===== config.mk =====
export PLATFORM = sky130hd
export DESIGN_NAME = etwfa_ctrl
export DESIGN_NICKNAME = d
export VERILOG_FILES = /design/src/rtl/etwfa_pkg.sv /design/src/rtl/etwfa_ctrl.sv
export SDC_FILE = /design/constraint.sdc
export NUM_CORES = 1
export LEC_CHECK = 0
export BUFFER_PORTS_ARGS = -buffer_cell sky130_fd_sc_hd__buf_4
export CAP_MARGIN = 20
export CORE_ASPECT_RATIO = 0.8
export CORE_MARGIN = 10
export CORE_UTILIZATION = 40
export CTS_CLUSTER_SIZE = 25
export DETAILED_ROUTE_END_ITERATION = 6
export PLACE_DENSITY_LB_ADDON = 0.12
export SYNTH_ARGS = -nofsm -noshare
export SYNTH_HDL_FRONTEND = slang
export SYNTH_SLANG_ARGS = --single-unit

===== constraint.sdc =====
create_clock -name clk_i -period 5.75 [get_ports clk_i]
set_input_delay 0.8625 -clock clk_i [delete_from_list [all_inputs] [get_ports clk_i]]
set_output_delay 0.8625 -clock clk_i [all_outputs]
set_load 0.03 [all_outputs]

===== src/rtl/etwfa_pkg.sv =====
package etwfa_pkg;

  // Frame geometry.
  localparam int FRAME_WIDTH  = 768;
  localparam int FRAME_HEIGHT = 608;
  localparam int PIX_COUNT    = FRAME_WIDTH * FRAME_HEIGHT;
  localparam int ADDR_W       = $clog2(PIX_COUNT);
  localparam int TAG_W        = 32;

  // Pixel codes as reported.
  localparam logic [7:0] PIX_POS   = 8'd255;
  localparam logic [7:0] PIX_NEG   = 8'd128;
  localparam logic [7:0] PIX_EMPTY = 8'd0;

  // Register defaults and scaling.
  localparam logic [9:0]  US_PER_MS        = 10'd1000;
  localparam logic [15:0] WINDOW_MS_RESET  = 16'd33;
  localparam logic [22:0] MAX_EVENTS_RESET = 23'd5000000;
  localparam int          SIZE_US_W        = 26;

  // Register indexes.
  localparam int CFG_IDX_W = 1;
  localparam logic [CFG_IDX_W-1:0] CFG_WINDOW_SIZE = 1'b0;
  localparam logic [CFG_IDX_W-1:0] CFG_MAX_EVENTS  = 1'b1;

  typedef enum logic [1:0] {
    OP_EVENT = 2'd0,
    OP_TICK  = 2'd1,
    OP_FORCE = 2'd2,
    OP_READ  = 2'd3
  } op_e;

  // Report of a window close, produced by the control unit.
  typedef struct packed {
    logic              closed;
    logic [31:0]       id;
    logic [63:0]       start_us;
    logic [63:0]       end_us;
    logic [22:0]       events;
  } close_info_t;

  // Frame store entry: the window id it was painted in and its polarity.
  typedef struct packed {
    logic [TAG_W-1:0]  tag;
    logic              pos;
  } pix_entry_t;

  // Write request to the frame store.
  typedef struct packed {
    logic              we;
    logic              bank;
    logic [ADDR_W-1:0] addr;
    pix_entry_t        entry;
  } pix_wr_t;

  // Read request to the frame store.
  typedef struct packed {
    logic              re;
    logic              bank;
    logic [ADDR_W-1:0] addr;
  } pix_rd_t;

endpackage


===== src/rtl/etwfa_ctrl.sv =====
module etwfa_ctrl
  import etwfa_pkg::*;
(
  input  logic                 clk_i,
  input  logic                 rst_ni,
  input  logic                 cfg_we_i,
  input  logic [CFG_IDX_W-1:0] cfg_index_i,
  input  logic [22:0]          cfg_data_i,
  input  logic                 step_i,
  input  op_e                  op_i,
  input  logic [63:0]          stamp_i,
  output close_info_t          close_o,
  output logic [31:0]          window_number_o
);

  logic [SIZE_US_W-1:0] size_us_q, size_us_d;
  logic [22:0]          max_events_q, max_events_d;
  logic                 started_q, started_d;
  logic [63:0]          start_q, start_d;
  logic [31:0]          number_q, number_d;
  logic [22:0]          tally_q, tally_d;
  logic [63:0]          last_q, last_d;
  logic [63:0]          end_sum;
  logic [63:0]          force_end;
  close_info_t          info;

  // Window length in microseconds is worked out once on each write of the window size.
  always_comb begin
    size_us_d    = size_us_q;
    max_events_d = max_events_q;
    if (cfg_we_i) begin
      unique case (cfg_index_i)
        CFG_WINDOW_SIZE: size_us_d = SIZE_US_W'(cfg_data_i[15:0]) * SIZE_US_W'(US_PER_MS);
        CFG_MAX_EVENTS:  max_events_d = cfg_data_i;
        default: ;
      endcase
    end
  end

  assign end_sum = start_q + 64'(size_us_q);

  // End reported by a forced close.
  always_comb begin
    if (tally_q != '0) begin
      force_end = last_q;
    end else if (started_q) begin
      force_end = end_sum;
    end else begin
      force_end = '0;
    end
  end

  // Close decision and report for the item at the input.
  always_comb begin
    info          = '0;
    info.id       = number_q;
    info.start_us = start_q;
    info.events   = tally_q;
    unique case (op_i)
      OP_TICK: begin
        info.closed = started_q && (stamp_i >= end_sum);
        info.end_us = end_sum;
      end
      OP_FORCE: begin
        info.closed = 1'b1;
        info.end_us = force_end;
      end
      default: info.closed = 1'b0;
    endcase
    if (!info.closed) begin
      info = '0;
    end
  end

  // Window state update.
  always_comb begin
    started_d = started_q;
    start_d   = start_q;
    number_d  = number_q;
    tally_d   = tally_q;
    last_d    = last_q;
    if (step_i) begin
      if (info.closed) begin
        started_d = 1'b1;
        start_d   = info.end_us;
        number_d  = number_q + 1'b1;
        tally_d   = '0;
        last_d    = '0;
      end else if (op_i == OP_EVENT) begin
        if (!started_q) begin
          started_d = 1'b1;
          start_d   = stamp_i;
        end
        if (tally_q < max_events_q) begin
          tally_d = tally_q + 1'b1;
          last_d  = stamp_i;
        end
      end
    end
  end

  always_ff @(posedge clk_i or negedge rst_ni) begin
    if (!rst_ni) begin
      size_us_q    <= SIZE_US_W'(WINDOW_MS_RESET) * SIZE_US_W'(US_PER_MS);
      max_events_q <= MAX_EVENTS_RESET;
      started_q    <= 1'b0;
      start_q      <= '0;
      number_q     <= '0;
      tally_q      <= '0;
      last_q       <= '0;
    end else begin
      size_us_q    <= size_us_d;
      max_events_q <= max_events_d;
      started_q    <= started_d;
      start_q      <= start_d;
      number_q     <= number_d;
      tally_q      <= tally_d;
      last_q       <= last_d;
    end
  end

  assign close_o         = info;
  assign window_number_o = number_q;

endmodule


Word-level counts from Yosys, hierarchy flattened --
Cells that the tools add are included.
Word-level totals: output and inout port bits 216, bits of input ports 94, bits in registers 230
Operators by class: $add $sub $neg 3, $lt $le $gt $ge 2, multiply operators 1, multiplexer cells 16, reductions and logical operators 11, bitwise gates (word level) 1, equal/unequal tests 3
Operators by type and width (count):
- 64-bit two-way mux | 8
- 184-bit two-way mux | 1
- 64-bit case mux with 2 select lines | 1
- 23-bit two-way mux | 3
- 64-bit by 26-bit adder with 64-bit output | 1
- 64-bit >= comparator | 1
- 32-bit by 1-bit adder with 32-bit output (second input constant) | 1
- 23-bit by 1-bit adder with 23-bit output (second input constant) | 1
- 23-bit less-than comparator | 1
- 16-bit by 7-bit multiplier with 23-bit output (second input constant) | 1
- 23-bit nonzero test | 1
- 2-bit AND reduction | 4
- 3-bit AND reduction | 2
- 2-bit nonzero test | 2
- 2-bit by 1-bit == test with 1-bit output (second input constant) | 1
- 2-bit == test (second input constant) | 1
- 2-bit zero test | 1
- 1-bit two-way mux | 2
- 2-bit != test (second input constant) | 1
- 1-bit case mux with 2 select lines | 1
- 1-bit logical AND | 1
- 1-bit NOT | 1

Logic depth before layout (Yosys ltp) --
Gate-level depths: netlist (run 1).
depth in word-level cells 7, depth in mapped cells 27

Least setup slack after synthesis (run 1) --
OpenSTA, ideal clock, no wires.
kind reg2out, from reg size_us_q[3], to out close_o[75] (netlist bit), slack -0.427 ns, cell stages (with the launch flop) 26, data required time 4.888 ns, data arrival time 5.315 ns, cells stage by stage dfstp_2 -> ha_1 -> inv_1 -> fa_1 -> nor2b_1 -> o31ai_1 -> a21oi_1 -> o21ai_1 -> and2_1 -> clkbuf_1 -> or4_1 -> nor3b_1 -> xnor2_1 -> ha_1 -> nand2_1 -> nor4_1 -> o211ai_1 -> a21oi_1 -> nor2_1 -> nand3_1 -> a21o_1 -> o2111a_1 -> o21ai_2 -> inv_2 -> clkbuf_1 -> and2_1
RTL lines:
- from (decl) | RTL line etwfa_ctrl.sv:16 | logic [SIZE_US_W-1:0] size_us_q, size_us_d;
- from (signal assigned) | RTL line etwfa_ctrl.sv:104 | size_us_q <= SIZE_US_W'(WINDOW_MS_RESET) * SIZE_US_W'(US_PER_MS);
- from (signal assigned) | RTL line etwfa_ctrl.sv:112 | size_us_q <= size_us_d;
- to (decl) | RTL line etwfa_ctrl.sv:12 | output close_info_t close_o,

==> results of run 1 <==
[where the power goes]
group | switching, mW | internal [mW] | total, mW
registers | 0.398 | 2.10 | 2.50
clock network | 0.768 | 1.15 | 1.91
logic | 3.36 | 3.01 | 6.37
total | 4.53 | 6.26 | 10.8
[worst max-delay path: stages, from the launching register on]
cell and delay (ps):
dfstp_2 560, ha_4 150, inv_2 30, fa_2 360, nor2b_4 150, o31ai_4 90
buf_4 150, a21o_1 170, o21ai_2 190, a21oi_2 100, or3_4 370, nor3_4 170
xnor2_2 180, ha_4 260, a2111oi_4 340, o41ai_2 120, a31oi_1 180, a21oi_2 90
nor2_2 140, nand3_1 80, a21o_1 170, a21o_1 210, o21ai_4 190, buf_6 170
inv_16 90, clkbuf_16 180, and2_4 150, buf_4 160
[cell families (layout without fill, tap and decap cells)]
group / after synthesis / count (layout)
mux: 34 / 34
other cells: 0 / 2
compound gates: 492 / 492
xor+xnor: 109 / 109
fa+ha+maj: 219 / 219
flops: 230 / 230
buf+inv: 277 / 801
simple gates: 734 / 734
[final timing paths]
kind | start | to | slack (ps) | cells past startpoint
max | size_us_q[3] | close_o[3] | -930 | 27
min | rst_ni | start_q[42] | 270 | 1
max reg2reg | size_us_q[3] | start_q[26] | -140 | 28
min reg2reg | size_us_q[15] | size_us_q[15] | 480 | 2
max in group asynchronous | rst_ni | tally_q[21] | 4170 | 2
min in group clk_i | size_us_q[15] | size_us_q[15] | 480 | 2
[per-layer routing]
metal	track usage	vias to the layer above
li1	-	8412
met1	0.3202	8678
met2	0.3825	592
met3	0.05974	69
met4	0.05577	2
met5	0	-
[sequential cells by signal, indices dropped and copies added (netlist names)]
register         count
last_q              64
size_us_q           23
tally_q             23
started_q            1
start_q             64
max_events_q        23
window_number_o     32
[through the flow]
step	cell area [um2]	worst slack (ps)	utilization	hold slack, ps
final	25940	-930.4	0.5706	274.7
after global routing	25930	-1215	0.5705	344.8
after CTS	25710	-953.7	0.5657	339.8
after detailed placement	23650	-568.1	0.5203	471.5
after global placement	23650	-508.7	0.5203	463.5
after floorplan	19080	-4.849	-	449.5
[repair_timing]
item | in CTS | in global routing
gates resized for setup | 184 | 28
pin swaps | 27 | 16
setup endpoints to repair | 286 | 364
gates cloned | 9 | 2
setup buffers | 19 | 2
[area by class of cell]
| class | instances | area [um2] | area share |
|---|---|---|---|
| diodes | 2 | 5.005 | 0.0001930 |
| clock inverters | 10 | 142.6 | 0.005500 |
| clock buffers | 42 | 843.3 | 0.03251 |
| inverters | 172 | 661.9 | 0.02552 |
| multi-input cells | 1588 | 12470 | 0.4808 |
| repair buffers | 577 | 5276 | 0.2034 |
| flip-flops and latches | 230 | 5772 | 0.2225 |
| well taps | 612 | 765.7 | 0.02952 |
[cells in the final DEF (no fill, tap or decap), types with 12 or more instances in the layout]
| master | instances |
|---|---|
| a21o_1 | 34 |
| a21oi_1 | 72 |
| a221o_1 | 46 |
| a22oi_1 | 24 |
| a31oi_1 | 12 |
| and2_1 | 12 |
| and2_4 | 117 |
| and3_1 | 32 |
| buf_12 | 17 |
| buf_4 | 424 |
| buf_6 | 121 |
| clkbuf_16 | 29 |
| dfrtp_1 | 217 |
| dfstp_2 | 13 |
| fa_1 | 54 |
| ha_1 | 158 |
| inv_1 | 168 |
| mux2_2 | 27 |
| nand2_1 | 144 |
| nand2b_1 | 12 |
| nand3_1 | 118 |
| nand4_1 | 27 |
| nor2_1 | 84 |
| nor2_2 | 35 |
| nor2_4 | 33 |
| nor2b_1 | 41 |
| nor3_1 | 28 |
| o21a_1 | 15 |
| o21ai_0 | 146 |
| o221ai_1 | 21 |
| o22ai_1 | 25 |
| xnor2_1 | 58 |
| xor2_1 | 45 |
==> results.tsv, run 1 <==
stage	metric	value	unit
run_status	outcome	complete, but fails checks	
run_status	violations	setup timing	
place	dp_hpwl	49.47	mm
worst_setup_path	cp-start-kind	flip-flop	
worst_setup_path	worstSetupEndpointType	output pin	
timing	hold_violations	0	
synth	synthAdderAreaFrac	0.1723	
global_routing	grt_pass1_vias	18220	
floorplanning	coreArea	0.04546	mm2
clock_network	numClockSinks	230	
global_routing	grt_max_degree	139	
synth	ys_ff_latch	230	
flow_run	maxCapViolCount	0	
synth	synth_top_family_by_area	simple AND/OR/NAND/NOR gates	
timing	finalWorstSetupSlack	-930.4	ps
synth	synth_ff_type	dfrtp_1	
place	portBuffers	309	
final_layout	drive_gt1_frac	0.3482	
route	wl_met2	30.98	mm
route	wl_met1	30.20	mm
worst_setup_path	crit_arrival	5820	ps
clock_network	cts.reportedPaths.clkPinSlew	60	ps
synth	yosysTopAreaCellShare	0.2967	
route	first_pass_iters	5	
timing	grt_setup_unrepaired	true	
worst_setup_path	cp_max_fo	10	
synth	synth_xor_area_frac	0.05216	
floorplanning	die-area	0.05476	mm2
route	drc	0	
clock_network	ctsRootBufferMaster	clkbuf_16	
route	wl	67.79	mm
floorplanning	die_w	259.1	um
power_and_ir_drop	power_density	415.8	mW/mm2
clock_network	ctsHoldBuffers	0	
place	dp_cells	3148	
global_routing	antenna_found_initial	3	
synth	synth_mux_area_frac	0.02044	
synth	synth_area_leader_cell	dfrtp_1	
timing	setup_viol	251	
clock_network	htree_levels	1	
global_routing	grt_util_all_layers	0.2393	
timing	finalCritPeriodShare	1.162	
clock_network	cts_tree	done	
power_and_ir_drop	leakagePower	12.11	nW
synth	synth-simple-area-share	0.2029	
timing	worst_clock_skew	18.62	ps
route	drt_iter0_drc	1291	
final_layout	syn_to_final_growth	41.72	%
worst_setup_path	required	4890	ps
final_layout	instances_no_fill	3233	
clock_network	clockBufferDepth	3	
timing	timing.fmax	0.1497	GHz
floorplanning	die_h	211.3	um
synth	netlist_area	0.01830	mm2
synth	synth_common_cells	dfrtp_1, inv_1, ha_1, nor2_1, o21ai_0	
worst_hold_path	min_path_type	primary input to async pin	
route	ant_nets	0	
timing	worst_slew_pin_slew	1059	ps
clock_network	clk_latency	580	ps
power_and_ir_drop	ir_worst_vdd	0.0002406	V
synth	synth-warning-count	0	
floorplanning	num_rows	70	
synth	synth_seq_area_share	0.3154	
timing	finalCriticalPeriod	6680	ps
global_routing	globalRoute.totalOverflow	0	
place	routabilityCongestion	0.8955	
route	avgRoutedWirePerCell	20.97	um
timing	slew_violations	0	
route	vias_per_cell	5.491	
timing	max_slew_margin	0.2923	
route	top_layer	met5	
power_and_ir_drop	p_total	10.78	mW
synth	synth_compound_area_frac	0.1781	
timing	finalSetupTns	-164560	ps
clock_network	cts_buffers	28	
worst_setup_path	critPathKind	flip-flop to output pin	
floorplanning	num_io_pins	310	
synth	synth_most_common_cell	dfrtp_1	
final_layout	nNetsFinal	2910	
synth	synth_cells	2095	
global_routing	grt_pass1_wl	104.7	mm
route	wl_met3	5.290	mm
synth	synth_edf_count	0	
synth	synth_nets	2408	
synth	synth.area.top_cells	dfrtp_1, ha_1, fa_1	
synth	async_flop_share	1.000	
synth	yosysUniqueCellTypes	70	
floorplanning	initial_core_util	0.4026	
synth	avgSynthCellArea	8.736	um2
route	vias	17750	
final_layout	fillers	3983	
(Power assumes the default switching activity.)
==> run 2: changes to the inputs <==
--- a/config.mk
+++ b/config.mk
@@ -7,12 +7,16 @@
 export LEC_CHECK = 0
 export BUFFER_PORTS_ARGS = -buffer_cell sky130_fd_sc_hd__buf_4
 export CAP_MARGIN = 20
+export CELL_PAD_IN_SITES_DETAIL_PLACEMENT = 2
+export CELL_PAD_IN_SITES_GLOBAL_PLACEMENT = 2
 export CORE_ASPECT_RATIO = 0.8
 export CORE_MARGIN = 10
-export CORE_UTILIZATION = 40
+export CORE_UTILIZATION = 32
 export CTS_CLUSTER_SIZE = 25
 export DETAILED_ROUTE_END_ITERATION = 6
 export PLACE_DENSITY_LB_ADDON = 0.12
+export SKIP_CTS_REPAIR_TIMING = 1
 export SYNTH_ARGS = -nofsm -noshare
 export SYNTH_HDL_FRONTEND = slang
 export SYNTH_SLANG_ARGS = --single-unit
+export TNS_END_PERCENT = 5
==> run 2 against run 1 <==
Effect of this change:
- the run still ends with setup timing left
- hold slack got worse by 59 ps
- critical path depth increased by 2
- clock skew is 13 ps higher
- sequential power is essentially flat
- die area increased by 23%
- combinational power is 11% higher
- power up 7.7%
- critical endpoint is now close_o[34]
- largest cell class unchanged
- largest power group unchanged
==> results.tsv, run 2 (synthesis gave the netlist of run 1 again) <==
stage	metric	value	unit
floorplanning	num_io_pins	310	
timing	worst_slew_pin_slew	1117	ps
worst_setup_path	reg2reg_depth	31	
clock_network	clk_latency	610	ps
worst_setup_path	critPathKind	flip-flop to output pin	
timing	slew_violations	0	
worst_setup_path	reg2reg_slack	-430	ps
timing	hold_violations	0	
global_routing	grt_util_all_layers	0.2440	
timing	timing.fmax	0.1417	GHz
clock_network	clockBufferDepth	3	
global_routing	grt_pass1_wl	129.0	mm
power_and_ir_drop	p_total	11.61	mW
worst_setup_path	r2r_end	tally_q[17]	
route	first_pass_iters	5	
clock_network	htree_levels	1	
worst_setup_path	required	4890	ps
timing	finalCritPeriodShare	1.227	
route	vias	18590	
timing	setup_viol	338	
power_and_ir_drop	ir_worst_vdd	0.0002896	V
worst_setup_path	cp_slowest_cell	dfstp_2	
clock_network	cts_buffers	30	
worst_setup_path	cp_max_fo	18	
place	portBuffers	309	
floorplanning	initial_core_util	0.3233	
floorplanning	coreArea	0.05660	mm2
timing	finalWorstSetupSlack	-1306	ps
final_layout	instances_no_fill	3410	
final_layout	final_common_cell	buf_4	
worst_hold_path	min_path_type	primary input to async pin	
timing	worst_clock_skew	31.35	ps
route	ant_nets	0	
place	routabilityCongestion	0.8589	
worst_setup_path	rr_startpoint	size_us_q[3]	
route	drc	0	
clock_network	numClockSinks	230	
clock_network	ctsRootBufferMaster	clkbuf_16	
final_layout	syn_to_final_growth	42.48	%
timing	grt_setup_unrepaired	true	
global_routing	grt_pass1_vias	20990	
clock_network	cts.reportedPaths.clkPinSlew	60	ps
worst_setup_path	cp-start-kind	flip-flop	
worst_setup_path	worstSetupEndpointType	output pin	
timing	finalCriticalPeriod	7056	ps
worst_setup_path	crit_arrival	6190	ps
flow_run	maxCapViolCount	0	
worst_setup_path	slowest_delay	560	ps
timing	max_slew_margin	0.2536	
place	dp_hpwl	64.32	mm
route	drt_iter0_drc	1146	
global_routing	grt_max_degree	111	
route	avgRoutedWirePerCell	25.62	um
power_and_ir_drop	power_density	445.4	mW/mm2
floorplanning	die-area	0.06722	mm2
place	dp_cells	3323	
final_layout	drive_gt1_frac	0.3583	
floorplanning	die_w	287.4	um
power_and_ir_drop	leakagePower	12.16	nW
run_status	outcome	complete, but fails checks	
route	wl	87.37	mm
floorplanning	num_rows	78	
worst_setup_path	crit_path_frequent_cell	buf_4	
global_routing	antenna_found_initial	8	
clock_network	cts_tree	done	
worst_setup_path	crit_start	size_us_q[3]	
final_layout	nNetsFinal	2935	
run_status	violations	setup timing	
route	vias_per_cell	5.450	
floorplanning	die_h	233.9	um
final_layout	final_cell_mix	buf_4, dfrtp_1, inv_1	
global_routing	globalRoute.totalOverflow	0	
[run 2: critical path, delay by kind of cell (launching register included)]
kind,cells,cell delay [ps]
buf+inv,9,1570
compound gates,12,2250
fa+ha+maj,2,340
xor+xnor,1,160
simple gates,5,690
flops,1,560
[run 2: per-stage QoR]
step | hold WS [ps] | instance area (um2) | setup TNS (ps) | utilization | setup WS [ps]
4_1_cts | 243.7 | 25070 | -437810 | 0.4429 | -1827
5_1_grt | 251.7 | 26070 | -344020 | 0.4606 | -1548
3_5_place_dp | 481.3 | 24040 | -239090 | 0.4246 | -956.3
3_3_place_gp | 465.7 | 24040 | -157310 | 0.4246 | -731.9
6_report | 215.4 | 26080 | -256110 | 0.4607 | -1306
2_1_floorplan | 449.5 | 19080 | -517.9 | - | -14.06
[run 2: power by group]
group	switching (mW)	internal (mW)
Combinational	3.90	3.17
Sequential	0.401	2.11
Clock	0.834	1.20
[run 2: cell type report]
type,instances,area (um2)
timing repair buffer,600,5052
multi-input combinational,1588,12600
clock buffer,45,847.1
sequential,230,5772
antenna,4,10.01
clock inverter,11,185.2
tap,760,950.9
inverter,172,661.9
fill,6071,30530
[run 2: worst max path at each step]
stage              endpoint  slack [ps]
3_5_place_dp    close_o[78]        -960
4_1_cts         close_o[50]       -1830
5_1_grt        close_o[146]       -1550
6_report        close_o[34]       -1310
3_3_place_gp    close_o[82]        -730
2_1_floorplan  close_o[150]         -10
[run 2: metal layers]
metal,GRT usage,part of all wire
met1,0.3131,0.44
met2,0.4212,0.49
met3,0.04209,0.043
met4,0.05916,0.023
met5,0,0.00045
==> run 3: changes to the inputs <==
--- a/config.mk
+++ b/config.mk
@@ -5,13 +5,13 @@
 export SDC_FILE = /design/constraint.sdc
 export NUM_CORES = 1
 export LEC_CHECK = 0
+export ABC_AREA = 1
 export BUFFER_PORTS_ARGS = -buffer_cell sky130_fd_sc_hd__buf_4
 export CAP_MARGIN = 20
 export CELL_PAD_IN_SITES_DETAIL_PLACEMENT = 2
 export CELL_PAD_IN_SITES_GLOBAL_PLACEMENT = 2
-export CORE_ASPECT_RATIO = 0.8
 export CORE_MARGIN = 10
-export CORE_UTILIZATION = 32
+export CORE_UTILIZATION = 29
 export CTS_CLUSTER_SIZE = 25
 export DETAILED_ROUTE_END_ITERATION = 6
 export PLACE_DENSITY_LB_ADDON = 0.12
==> run 3 against run 2 <==
Effect of this change:
- the flow still finishes with violations (setup timing)
- non-clock buffer count is 116 lower
- register-to-register slack better by 640 ps
- sequential share of layout area is 1.1 points lower
- synthesized area rose by 14%
- maximum frequency increased by 12%
- via count up 21%
- power up 2.6%
==> results.tsv, run 3 <==
stage	metric	value	unit
run_status	outcome	complete, but fails checks	
run_status	violations	setup timing	
timing	worst_clock_skew	31.67	ps
floorplanning	coreArea	0.07149	mm2
clock_network	cts.reportedPaths.clkPinSlew	60	ps
timing	grt_setup_unrepaired	true	
floorplanning	die_w	288.6	um
route	vias_per_cell	5.088	
place	portBuffers	309	
synth	synth_seq_area_share	0.2758	
timing	setup_viol	184	
timing	worst_slew_pin_slew	1159	ps
synth	synth_most_common_cell	nand2_1	
synth	ys_ff_latch	230	
timing	finalCritPeriodShare	1.092	
synth	synth_area_leader_cell	dfrtp_1	
final_layout	nNetsFinal	3763	
global_routing	grt.busiest_layer	met2	
worst_setup_path	cp_max_fo	8	
synth	synth_ff_type	dfrtp_1	
synth	synth_common_cells	nand2_1, inv_1, nor2_1, dfrtp_1, nand3_1	
global_routing	grt_pass1_vias	24980	
synth	synth_cells	3063	
place	dp_cells	4329	
route	avgRoutedWirePerCell	22.75	um
worst_setup_path	crit_arrival	5420	ps
global_routing	use_met3	0.02932	
timing	timing.fmax	0.1593	GHz
route	first_pass_iters	5	
route	drt_iter0_drc	1031	
power_and_ir_drop	p_total	11.92	mW
timing	hold_violations	0	
power_and_ir_drop	seqPwrFrac	0.223	
global_routing	antenna_found_initial	1	
power_and_ir_drop	p_sw	5.835	mW
power_and_ir_drop	p_int	6.084	mW
clock_network	cts_tree	done	
floorplanning	num_io_pins	310	
route	ant_nets	0	
global_routing	grt_max_degree	99	
worst_setup_path	cp_slowest_cell	dfstp_2	
clock_network	numClockSinks	230	
power_and_ir_drop	sw_frac_of_total	0.4895	
clock_network	htree_levels	2	
flow_run	maxCapViolCount	0	
worst_setup_path	worstSetupEndpointType	output pin	
synth	yosysUniqueCellTypes	48	
floorplanning	initial_core_util	0.2927	
final_layout	antennaDiodeCount	0	
route	drc	0	
synth	synth_nets	3376	
synth	async_flop_share	1.000	
synth	synth_xor_area_frac	0.03934	
floorplanning	die_h	288.6	um
synth	synthAdderAreaFrac	0.1507	
global_routing	globalRoute.totalOverflow	0	
power_and_ir_drop	ir_worst_vdd	0.0002022	V
synth	avgSynthCellArea	6.832	um2
power_and_ir_drop	power_frac_clock	0.187	
place	place_ws	-418.2	ps
clock_network	clockBufferDepth	3	
final_layout	final_cell_mix	nand2_1, buf_4, inv_1	
global_routing	met1_usage	0.2826	
place	dp_hpwl	75.42	mm
global_routing	gr-usage-met2	0.4077	
final_layout	syn_to_final_growth	31.16	%
worst_setup_path	crit_start	size_us_q[3]	
synth	synth-warning-count	0	
worst_setup_path	rr_startpoint	size_us_q[3]	
timing	finalWorstSetupSlack	-529.3	ps
worst_setup_path	slowest_delay	560	ps
synth	synth_mux_area_frac	0	
synth	synth.area.top_cells	dfrtp_1, nand2_1, ha_1	
clock_network	clk_latency	560	ps
timing	finalCriticalPeriod	6279	ps
synth	synth_edf_count	0	
synth	synth_top_family_by_area	simple AND/OR/NAND/NOR gates	
floorplanning	num_rows	98	
synth	netlist_area	0.02093	mm2
worst_setup_path	crit_path_frequent_cell	nand2_4	
synth	yosysTopAreaCellShare	0.2595	
worst_setup_path	cp-start-kind	flip-flop	
synth	synth_compound_area_frac	0.1180	
final_layout	drive_gt1_frac	0.1933	
power_and_ir_drop	combPwrFrac	0.591	
global_routing	grt_util_all_layers	0.2280	
route	wl	100.6	mm
final_layout	final_common_cell	nand2_1	
worst_hold_path	min_path_type	primary input to async pin	
timing	slew_violations	0	
place	routabilityCongestion	0.8652	
synth	synth-simple-area-share	0.3116	
clock_network	cts_buffers	34	
global_routing	grt_pass1_wl	149.2	mm
route	vias	22500	
worst_setup_path	critPathKind	flip-flop to output pin	
worst_setup_path	required	4890	ps
final_layout	instances_no_fill	4422	
timing	max_slew_margin	0.2191	
floorplanning	die-area	0.08330	mm2
power_and_ir_drop	power_density	434.3	mW/mm2
power_and_ir_drop	leakagePower	14.23	nW
clock_network	ctsRootBufferMaster	clkbuf_16	
==> run 3: changes by cell type in the layout (fill, tap and decap cells not counted), moves of 72 or more <==
cell / change
a21oi_1: +72
and2_4: -109
buf_4: -160
inv_1: +199
nand2_1: +776
nor2_1: +174
==> run 3: cell type report <==
type | instances | area, um2
inverters | 394 | 1484
multi-input cells | 2306 | 13480
fillers | 8470 | 44040
well taps | 950 | 1189
clock inverters | 10 | 161.4
flip-flops and latches | 230 | 5772
repair buffers | 484 | 4390
clock buffers | 48 | 974.7
==> run 3: per-layer routing <==
| metal | vias to the layer above | wire length, um |
|---|---|---|
| li1 | 10560 | - |
| met1 | 11400 | 43860 |
| met5 | - | 13 |
| met2 | 422 | 50170 |
| met4 | 2 | 2534 |
| met3 | 117 | 4021 |
==> run 3: kinds of logic after synthesis <==
kind of cell               after synthesis
and+or+nand+nor                       1558
buffers and inverters                  529
AOI/OAI and AO/OA                      433
DFF                                    230
adders and majority gates              219
xor gates and xnor gates                94
==> run 3: final timing paths <==
path / to / slack (ps) / cells past startpoint
worst max-delay path: close_o[36] / -530 / 32
worst min-delay path: window_number_o[21] / 310 / 1
worst max register to register: start_q[21] / 210 / 36
worst min register to register: last_q[28] / 470 / 2
max in group asynchronous: start_q[19] / 4060 / 2
min in group clk_i: last_q[28] / 470 / 2
==> run 3: power groups by stage <==
stage	clock, mW	sequential, mW	combinational, mW
after global placement	0	2.62	6.40
after detailed placement	0	2.65	6.68
final	2.23	2.65	7.04
after CTS	2.29	2.63	6.73
after global routing	2.36	2.72	7.88
after floorplan	0	2.58	4.06
==> run 3: through the flow <==
step                hold slack, ps  cell area, um2  setup TNS, ps  utilization
global placement             453.8           25140         -22420       0.3516
detailed placement           463.3           25140         -58370       0.3516
finish                       305.7           27450         -82680       0.3839
global route                 335.7           27450        -128870       0.3839
floorplan                    441.9           20930              0            -
CTS                          316.7           26270        -170370       0.3675
==> run 3: worst max-delay path: cells and delay by family, from the launching register on <==
kind / cells / cell delay (ps)
flops: 1 / 560
compound gates: 7 / 1040
xor+xnor: 1 / 310
simple gates: 13 / 1180
fa+ha+maj: 3 / 750
buf+inv: 8 / 1000
